File: src/npe_pkg.sv
`timescale 1ns / 1ps
// shared types for the next permutation engine
package npe_pkg;

    // status of one result item, passed from the sequencer to the output stage
    typedef struct packed {
        logic valid;
        logic last;
        logic wrapped;
        logic overflow;
    } t_emit;

endpackage

File: src/npe_store.sv
`timescale 1ns / 1ps
// element store: one write port, one read port with registered read data
module npe_store #(
    parameter int DEPTH = 64,
    parameter int WIDTH = 16,
    parameter int AW    = $clog2(DEPTH)
) (
    input  logic             i_clk,
    input  logic             i_we,
    input  logic [AW-1:0]    i_waddr,
    input  logic [WIDTH-1:0] i_wdata,
    input  logic [AW-1:0]    i_raddr,
    output logic [WIDTH-1:0] o_rdata
);

    logic [WIDTH-1:0] r_mem [DEPTH];
    logic [WIDTH-1:0] r_rdata;

    always_ff @(posedge i_clk) begin
        if (i_we) begin
            r_mem[i_waddr] <= i_wdata;
        end
        r_rdata <= r_mem[i_raddr];
    end

    assign o_rdata = r_rdata;

endmodule

File: src/npe_ctrl.sv
`timescale 1ns / 1ps
// sequencer: load, pivot scan, successor scan, swap, suffix reversal and emission
module npe_ctrl #(
    parameter int MAX_LEN    = 64,
    parameter int ELEM_WIDTH = 16,
    parameter int AW         = $clog2(MAX_LEN)
) (
    input  logic                  i_clk,
    input  logic                  i_rst_n,
    input  logic                  i_start,
    input  logic [ELEM_WIDTH-1:0] i_value,
    input  logic                  i_last_in,
    output logic                  o_busy,
    output logic                  o_we,
    output logic [AW-1:0]         o_waddr,
    output logic [ELEM_WIDTH-1:0] o_wdata,
    output logic [AW-1:0]         o_raddr,
    input  logic [ELEM_WIDTH-1:0] i_rdata,
    output npe_pkg::t_emit        o_emit
);

    localparam int CW = $clog2(MAX_LEN + 1);

    typedef enum logic [3:0] {
        S_LOAD, S_PIVA, S_PIV0, S_PIV, S_SUCC, S_SW1, S_SW2,
        S_RVA, S_RVB, S_RVC, S_RVD, S_EMIT
    } t_state;

    t_state                r_state, n_state;
    logic [CW-1:0]         r_cnt, n_cnt;
    logic [AW-1:0]         r_idx, n_idx;
    logic [AW-1:0]         r_piv, n_piv;
    logic [AW-1:0]         r_lo, n_lo;
    logic [AW-1:0]         r_hi, n_hi;
    logic [ELEM_WIDTH-1:0] r_a, n_a;
    logic [ELEM_WIDTH-1:0] r_b, n_b;
    logic                  r_wrap, n_wrap;
    logic                  r_ovf, n_ovf;

    logic [CW-1:0]         w_cnt_m1;
    logic [AW-1:0]         w_last_idx;
    logic [ELEM_WIDTH-1:0] w_cmp_a, w_cmp_b;
    logic                  w_lt;

    assign w_cnt_m1   = r_cnt - CW'(1);
    assign w_last_idx = w_cnt_m1[AW-1:0];

    // the one shared signed comparator
    assign w_cmp_a = (r_state == S_SUCC) ? r_b : i_rdata;
    assign w_cmp_b = (r_state == S_SUCC) ? i_rdata : r_b;
    assign w_lt    = $signed(w_cmp_a) < $signed(w_cmp_b);

    assign o_busy = (r_state != S_LOAD);

    always_comb begin
        n_state = r_state;
        n_cnt   = r_cnt;
        n_idx   = r_idx;
        n_piv   = r_piv;
        n_lo    = r_lo;
        n_hi    = r_hi;
        n_a     = r_a;
        n_b     = r_b;
        n_wrap  = r_wrap;
        n_ovf   = r_ovf;
        o_we    = 1'b0;
        o_waddr = r_lo;
        o_wdata = i_rdata;
        o_raddr = r_idx;
        o_emit  = '0;
        case (r_state)
            S_LOAD: begin
                if (i_start) begin
                    if (r_cnt < CW'(MAX_LEN)) begin
                        o_we    = 1'b1;
                        o_waddr = r_cnt[AW-1:0];
                        o_wdata = i_value;
                        n_cnt   = r_cnt + CW'(1);
                    end else begin
                        n_ovf = 1'b1;
                    end
                    if (i_last_in) begin
                        n_state = S_PIVA;
                    end
                end
            end
            S_PIVA: begin
                o_raddr = w_last_idx;
                n_idx   = w_last_idx;
                n_state = S_PIV0;
            end
            S_PIV0: begin
                if (r_idx == '0) begin
                    // single element: nothing to permute
                    n_wrap  = 1'b1;
                    n_piv   = '0;
                    n_lo    = '0;
                    n_hi    = '0;
                    n_state = S_RVA;
                end else begin
                    n_b     = i_rdata;
                    o_raddr = r_idx - AW'(1);
                    n_idx   = r_idx - AW'(1);
                    n_state = S_PIV;
                end
            end
            S_PIV: begin
                if (w_lt) begin
                    n_piv   = r_idx;
                    n_b     = i_rdata;
                    o_raddr = w_last_idx;
                    n_idx   = w_last_idx;
                    n_state = S_SUCC;
                end else if (r_idx == '0) begin
                    // greatest arrangement: reverse it all
                    n_wrap  = 1'b1;
                    n_piv   = '0;
                    n_lo    = '0;
                    n_hi    = w_last_idx;
                    n_state = S_RVA;
                end else begin
                    n_b     = i_rdata;
                    o_raddr = r_idx - AW'(1);
                    n_idx   = r_idx - AW'(1);
                end
            end
            S_SUCC: begin
                if (w_lt) begin
                    n_a     = i_rdata;
                    n_state = S_SW1;
                end else begin
                    o_raddr = r_idx - AW'(1);
                    n_idx   = r_idx - AW'(1);
                end
            end
            S_SW1: begin
                o_we    = 1'b1;
                o_waddr = r_piv;
                o_wdata = r_a;
                n_state = S_SW2;
            end
            S_SW2: begin
                o_we    = 1'b1;
                o_waddr = r_idx;
                o_wdata = r_b;
                n_lo    = r_piv + AW'(1);
                n_hi    = w_last_idx;
                n_state = S_RVA;
            end
            S_RVA: begin
                if (r_lo < r_hi) begin
                    o_raddr = r_lo;
                    n_state = S_RVB;
                end else begin
                    o_raddr = '0;
                    n_idx   = '0;
                    n_state = S_EMIT;
                end
            end
            S_RVB: begin
                n_a     = i_rdata;
                o_raddr = r_hi;
                n_state = S_RVC;
            end
            S_RVC: begin
                o_we    = 1'b1;
                o_waddr = r_lo;
                o_wdata = i_rdata;
                n_state = S_RVD;
            end
            S_RVD: begin
                o_we    = 1'b1;
                o_waddr = r_hi;
                o_wdata = r_a;
                n_lo    = r_lo + AW'(1);
                n_hi    = r_hi - AW'(1);
                n_state = S_RVA;
            end
            S_EMIT: begin
                o_emit.valid    = 1'b1;
                o_emit.last     = (r_idx == w_last_idx);
                o_emit.wrapped  = r_wrap;
                o_emit.overflow = r_ovf;
                if (r_idx == w_last_idx) begin
                    n_cnt   = '0;
                    n_ovf   = 1'b0;
                    n_wrap  = 1'b0;
                    n_state = S_LOAD;
                end else begin
                    o_raddr = r_idx + AW'(1);
                    n_idx   = r_idx + AW'(1);
                end
            end
            default: begin
                n_state = S_LOAD;
            end
        endcase
    end

    always_ff @(posedge i_clk) begin
        if (!i_rst_n) begin
            r_state <= S_LOAD;
            r_cnt   <= '0;
            r_wrap  <= 1'b0;
            r_ovf   <= 1'b0;
            r_piv   <= '0;
        end else begin
            r_state <= n_state;
            r_cnt   <= n_cnt;
            r_wrap  <= n_wrap;
            r_ovf   <= n_ovf;
            r_piv   <= n_piv;
            r_idx   <= n_idx;
            r_lo    <= n_lo;
            r_hi    <= n_hi;
            r_a     <= n_a;
            r_b     <= n_b;
        end
    end

endmodule

File: src/next_permutation_engine_core.sv
`timescale 1ns / 1ps
// top level of the next permutation engine
//
// Elements are loaded one item per cycle while busy is low (start high takes
// an item); up to MAX_LEN are stored and any more are dropped, with overflow
// raised on every result of that sequence. The item with last_in set ends the
// sequence: busy rises and the engine forms the next lexicographic arrangement
// in place in an element memory with one write and one read port, using one
// signed comparator under a small sequencer. After the last item it scans
// from the end for the pivot; if one is found it scans from the end for its
// successor and swaps the two, then reverses the suffix after the pivot
// (the whole sequence when there is none) one pair at a time and emits the
// arrangement, all through the one memory read port. Results leave on
// consecutive cycles, each shown for exactly one cycle with o_result_valid
// high; the receiver cannot hold them off. busy falls as the final result
// is shown, and a new sequence may start at once.
module next_permutation_engine_core #(
    parameter int MAX_LEN    = 64,
    parameter int ELEM_WIDTH = 16
) (
    input  logic                  i_clk,
    input  logic                  i_rst_n,
    input  logic                  start,
    output logic                  busy,
    input  logic [ELEM_WIDTH-1:0] i_value,
    input  logic                  i_last_in,
    output logic                  o_result_valid,
    output logic [ELEM_WIDTH-1:0] o_result_value,
    output logic                  o_last_out,
    output logic                  o_wrapped,
    output logic                  o_overflow
);

    localparam int AW = $clog2(MAX_LEN);

    // memory port signals
    logic                  w_we;
    logic [AW-1:0]         w_waddr;
    logic [ELEM_WIDTH-1:0] w_wdata;
    logic [AW-1:0]         w_raddr;
    logic [ELEM_WIDTH-1:0] w_rdata;
    npe_pkg::t_emit        w_emit;

    // output stage
    npe_pkg::t_emit        r_out;
    logic [ELEM_WIDTH-1:0] r_value;

    npe_store #(
        .DEPTH (MAX_LEN),
        .WIDTH (ELEM_WIDTH),
        .AW    (AW)
    ) u_store (
        .i_clk   (i_clk),
        .i_we    (w_we),
        .i_waddr (w_waddr),
        .i_wdata (w_wdata),
        .i_raddr (w_raddr),
        .o_rdata (w_rdata)
    );

    npe_ctrl #(
        .MAX_LEN    (MAX_LEN),
        .ELEM_WIDTH (ELEM_WIDTH),
        .AW         (AW)
    ) u_ctrl (
        .i_clk     (i_clk),
        .i_rst_n   (i_rst_n),
        .i_start   (start),
        .i_value   (i_value),
        .i_last_in (i_last_in),
        .o_busy    (busy),
        .o_we      (w_we),
        .o_waddr   (w_waddr),
        .o_wdata   (w_wdata),
        .o_raddr   (w_raddr),
        .i_rdata   (w_rdata),
        .o_emit    (w_emit)
    );

    // register the item being emitted together with its memory data
    always_ff @(posedge i_clk) begin
        if (!i_rst_n) begin
            r_out <= '0;
        end else begin
            r_out <= w_emit;
        end
        r_value <= w_rdata;
    end

    assign o_result_valid = r_out.valid;
    assign o_result_value = r_value;
    assign o_last_out     = r_out.last;
    assign o_wrapped      = r_out.wrapped;
    assign o_overflow     = r_out.overflow;

endmodule

File: config.mk
export PLATFORM = sky130hd
export DESIGN_NAME = next_permutation_engine_core
export DESIGN_NICKNAME = d
export VERILOG_FILES = /design/src/npe_pkg.sv /design/src/npe_store.sv /design/src/npe_ctrl.sv /design/src/next_permutation_engine_core.sv
export SDC_FILE = /design/constraint.sdc
export NUM_CORES = 1
export LEC_CHECK = 0
export ABC_AREA = 0
export BUFFER_PORTS_ARGS = -buffer_cell sky130_fd_sc_hd__buf_2
export CORE_MARGIN = 2
export CORE_UTILIZATION = 40
export CTS_CLUSTER_DIAMETER = 80
export CTS_CLUSTER_SIZE = 20
export DETAILED_ROUTE_END_ITERATION = 7
export SKIP_LAST_GASP = 1
export SLEW_MARGIN = 5
export SYNTH_ARGS = -nofsm -noshare
export SYNTH_HDL_FRONTEND = slang
export SYNTH_SLANG_ARGS = --single-unit
File: constraint.sdc
create_clock -name i_clk -period 6.36 [get_ports i_clk]
set_clock_uncertainty 0.2 [all_clocks]
set_input_delay 0 -clock i_clk [delete_from_list [all_inputs] [get_ports i_clk]]
set_output_delay 0 -clock i_clk [all_outputs]
set_load 0.01 [all_outputs]
==> flow_summary.yaml <==
outcome:
  outcome: "complete, no violations"
floorplan:
  boundaryPins: 41
  die_area_mm2: 0.121
  die_w_um: 348
  num_rows: 126
  initial_core_util_pct: 40.2
  die_h_um: 348
  coreArea_mm2: 0.118
synthesis:
  synth_edf_count: 1074
  syn_inst: 3237
  ys.flop_type: "edfxtp_1"
  yosys_warnings: 0
  yosys.cell_types.count: 91
  synth_top_area_cell: "edfxtp_1"
  syn_avg_cell_area_um2: 14.7
  ys_top_cells_by_area: "edfxtp_1 68%, mux2i_1 7.8%, nand2_1 3.1%"
  netlist_area_mm2: 0.0474
  synth_seq_cells: 1129
  synth_top_area_share_pct: 68.0
  yosysSeqAreaShare_pct: 70.3
  syn_nets: 3268
  synth-async-reset-ratio_pct: 0
place:
  gp_congestion: 0.912
  io_buffers: 40
  dp_hpwl_mm: 79.5
cts:
  cts_sinks: 1129
  cts.clk_slew.worst_paths_ns: 0.08
  root_buffer: "clkbuf_16"
  clock_latency_ns: 0.67
  cts_max_level: 3
  ctsLongestPathBuffers: 3
  cts_buffers: 69
  cts_tree: "built"
setup_path:
  critPathCaptureType: "flop"
  critPathKind: "reg2reg"
  path_max_fanout: 14
  crit_arrival_ns: 6.31
  start_kind: "flop"
  critPathRequiredTime_ns: 6.59
flow_run:
  maxCapViolCount: 0
sta:
  timing.setup.tns_ns: 0
  hold_viol: 0
  finalCritPeriodShare_pct: 95.6
  holdWs_ns: 0.107
  tightest_slew_ns: 1.27
  maxSlewViolCount: 0
  fmax_mhz: 164
  fin_crit_ns: 6.08
  rsz0062_at_grt: "no"
  slew_headroom_pct: 15.2
  setup_viol: 0
routing:
  ant_nets: 0
  drt_first_iter_violations: 3175
  vias: 28196
  drt-total-wl_mm: 126
  drc: 0
  drt_pass1_iterations: 7
  via_per_inst: 5.71
  wl_per_cell_um: 25.4
grt:
  antenna_found_initial: 11
  grt_pass1_wl_mm: 182
  grt_max_degree: 123
  grt_pass1_vias: 26701
  grt.total_usage_pct: 20.3
  overflow: 0
layout:
  drive_above_1_share_pct: 12.3
  syn_to_final_growth_pct: 10.7
  n_fill_cell: 10394
  utilization_pct: 44.5
  final_nets: 3388
min_path:
  hold_path_class: "in2reg"
synth_stat cells (all sizes together) (9+ instances only):
cell type     n
a22oi        82
a211oi      128
mux2i       368
o21ai        61
a311oi       61
nand2b       27
nand3        53
buf         104
edfxtp     1074
a31oi        68
clkbuf       95
o22ai        11
nor4         20
a221oi       12
nor3         18
nand4        25
nand2       392
a222oi       17
o211ai       13
nor2b        16
dfxtp        55
xor2         10
a2bb2oi      17
a21oi        39
and2        131
and4         16
xnor2        25
inv          22
mux2         32
a21boi        9
and3         10
nor2        141
ha           11
layout by cell type, fill, tap and decap left out, types with 17 or more instances in the layout:
| master | Yosys | layout |
|---|---|---|
| nand2_1 | 390 | 374 |
| and2_0 | 39 | 39 |
| clkbuf_16 | 0 | 70 |
| buf_4 | 28 | 182 |
| dfxtp_1 | 55 | 55 |
| nand2_2 | 2 | 18 |
| a21oi_1 | 38 | 38 |
| inv_1 | 22 | 22 |
| a222oi_1 | 17 | 17 |
| edfxtp_1 | 1074 | 1074 |
| mux2_2 | 32 | 32 |
| a211oi_1 | 125 | 125 |
| mux2i_1 | 368 | 368 |
| nor2_1 | 140 | 136 |
| a311oi_1 | 61 | 61 |
| a22oi_1 | 82 | 82 |
| nand2b_1 | 27 | 27 |
| nand4_1 | 24 | 24 |
| a31oi_1 | 67 | 67 |
| a2bb2oi_1 | 17 | 17 |
| o21ai_0 | 55 | 55 |
| buf_2 | 53 | 40 |
| buf_12 | 0 | 20 |
| and2_1 | 92 | 92 |
| nand3_1 | 53 | 53 |
| clkbuf_1 | 94 | 32 |
| xnor2_1 | 24 | 24 |
layout make-up:
type	instances	area [µm²]	area share, %
Sequential cell	1129	33400	63.5
Multi-Input combinational cell	1886	13100	24.9
Timing Repair Buffer	248	2030	3.86
Tap cell	1536	1920	3.66
Clock buffer	103	1890	3.59
Clock inverter	15	186	0.355
Inverter	23	86.3	0.164
Antenna cell	1	2.50	0.00476
stage by stage:
stage	std cells	setup WS, ns	cell area (µm²)
2_1_floorplan	3237	2.13	47400
3_3_place_gp	4816	0.247	50400
3_5_place_dp	4816	0.575	50400
4_1_cts	4940	0.564	52500
5_1_grt	4940	0.199	52500
6_report	4941	0.279	52500
sequential cells by signal, indices dropped and copies added (netlist names), 4 cells and up:
| name | cells |
|---|---|
| u_ctrl.r_idx | 6 |
| u_ctrl.r_b | 16 |
| u_store.r_mem | 1024 |
| u_ctrl.r_cnt | 7 |
| u_ctrl.r_piv | 6 |
| u_ctrl.r_hi | 6 |
| u_ctrl.r_state | 4 |
| u_store.o_rdata | 16 |
| u_ctrl.r_a | 16 |
| u_ctrl.r_lo | 6 |
| o_result_value | 16 |
cells by family after synthesis:
logic type	after synthesis	share of synthesized area (%)
and+or+nand+nor	874	8.88
muxes	400	8.52
buffers and inverters	222	2.39
AOI/OAI and AO/OA	557	8.72
adders and majority gates	19	0.459
xor gates and xnor gates	36	0.733
DFF	1129	70.3
final timing paths:
kind         cells after the start                 from  slack (ns)                   end
max                             15  u_store.o_rdata[10]        0.28   u_store.o_rdata[15]
min                              3           i_value[5]        0.11  u_store.r_mem[55][5]
max reg2reg                     15  u_store.o_rdata[10]        0.28   u_store.o_rdata[15]
min reg2reg                      2        u_ctrl.r_wrap        0.27         u_ctrl.r_wrap
per-layer routing:
layer	GRT usage (%)	part of all wire (%)	up-vias
li1	-	-	12707
met1	28.8	44	14328
met2	31.5	45	1016
met3	3.68	7.8	141
met4	6.38	2.9	4
met5	0	0.020	-
repair_timing:
item | in CTS | in global routing
endpoints found under the hold margin | 41 | 0
resized for setup | 0 | 0
hold buffers | 6 | 0
buffers inserted | 0 | 0
critical path, cell delays in order, from the launching register on:
cell,delay [ns]
dfxtp_1,0.59
nand2b_1,0.19
and3_1,0.20
a2111oi_0,0.67
or3_1,0.28
o31ai_4,0.12
o31ai_4,0.37
nand3_1,0.12
buf_4,0.21
a221oi_1,0.54
a21oi_2,0.30
and2_1,0.30
nand2_1,0.38
a311oi_1,0.09
nor4_1,0.90
nand4_1,0.38
Power is not shown: default switching activity piles up to over one toggle a cycle in this logic, so the estimate is an artifact.
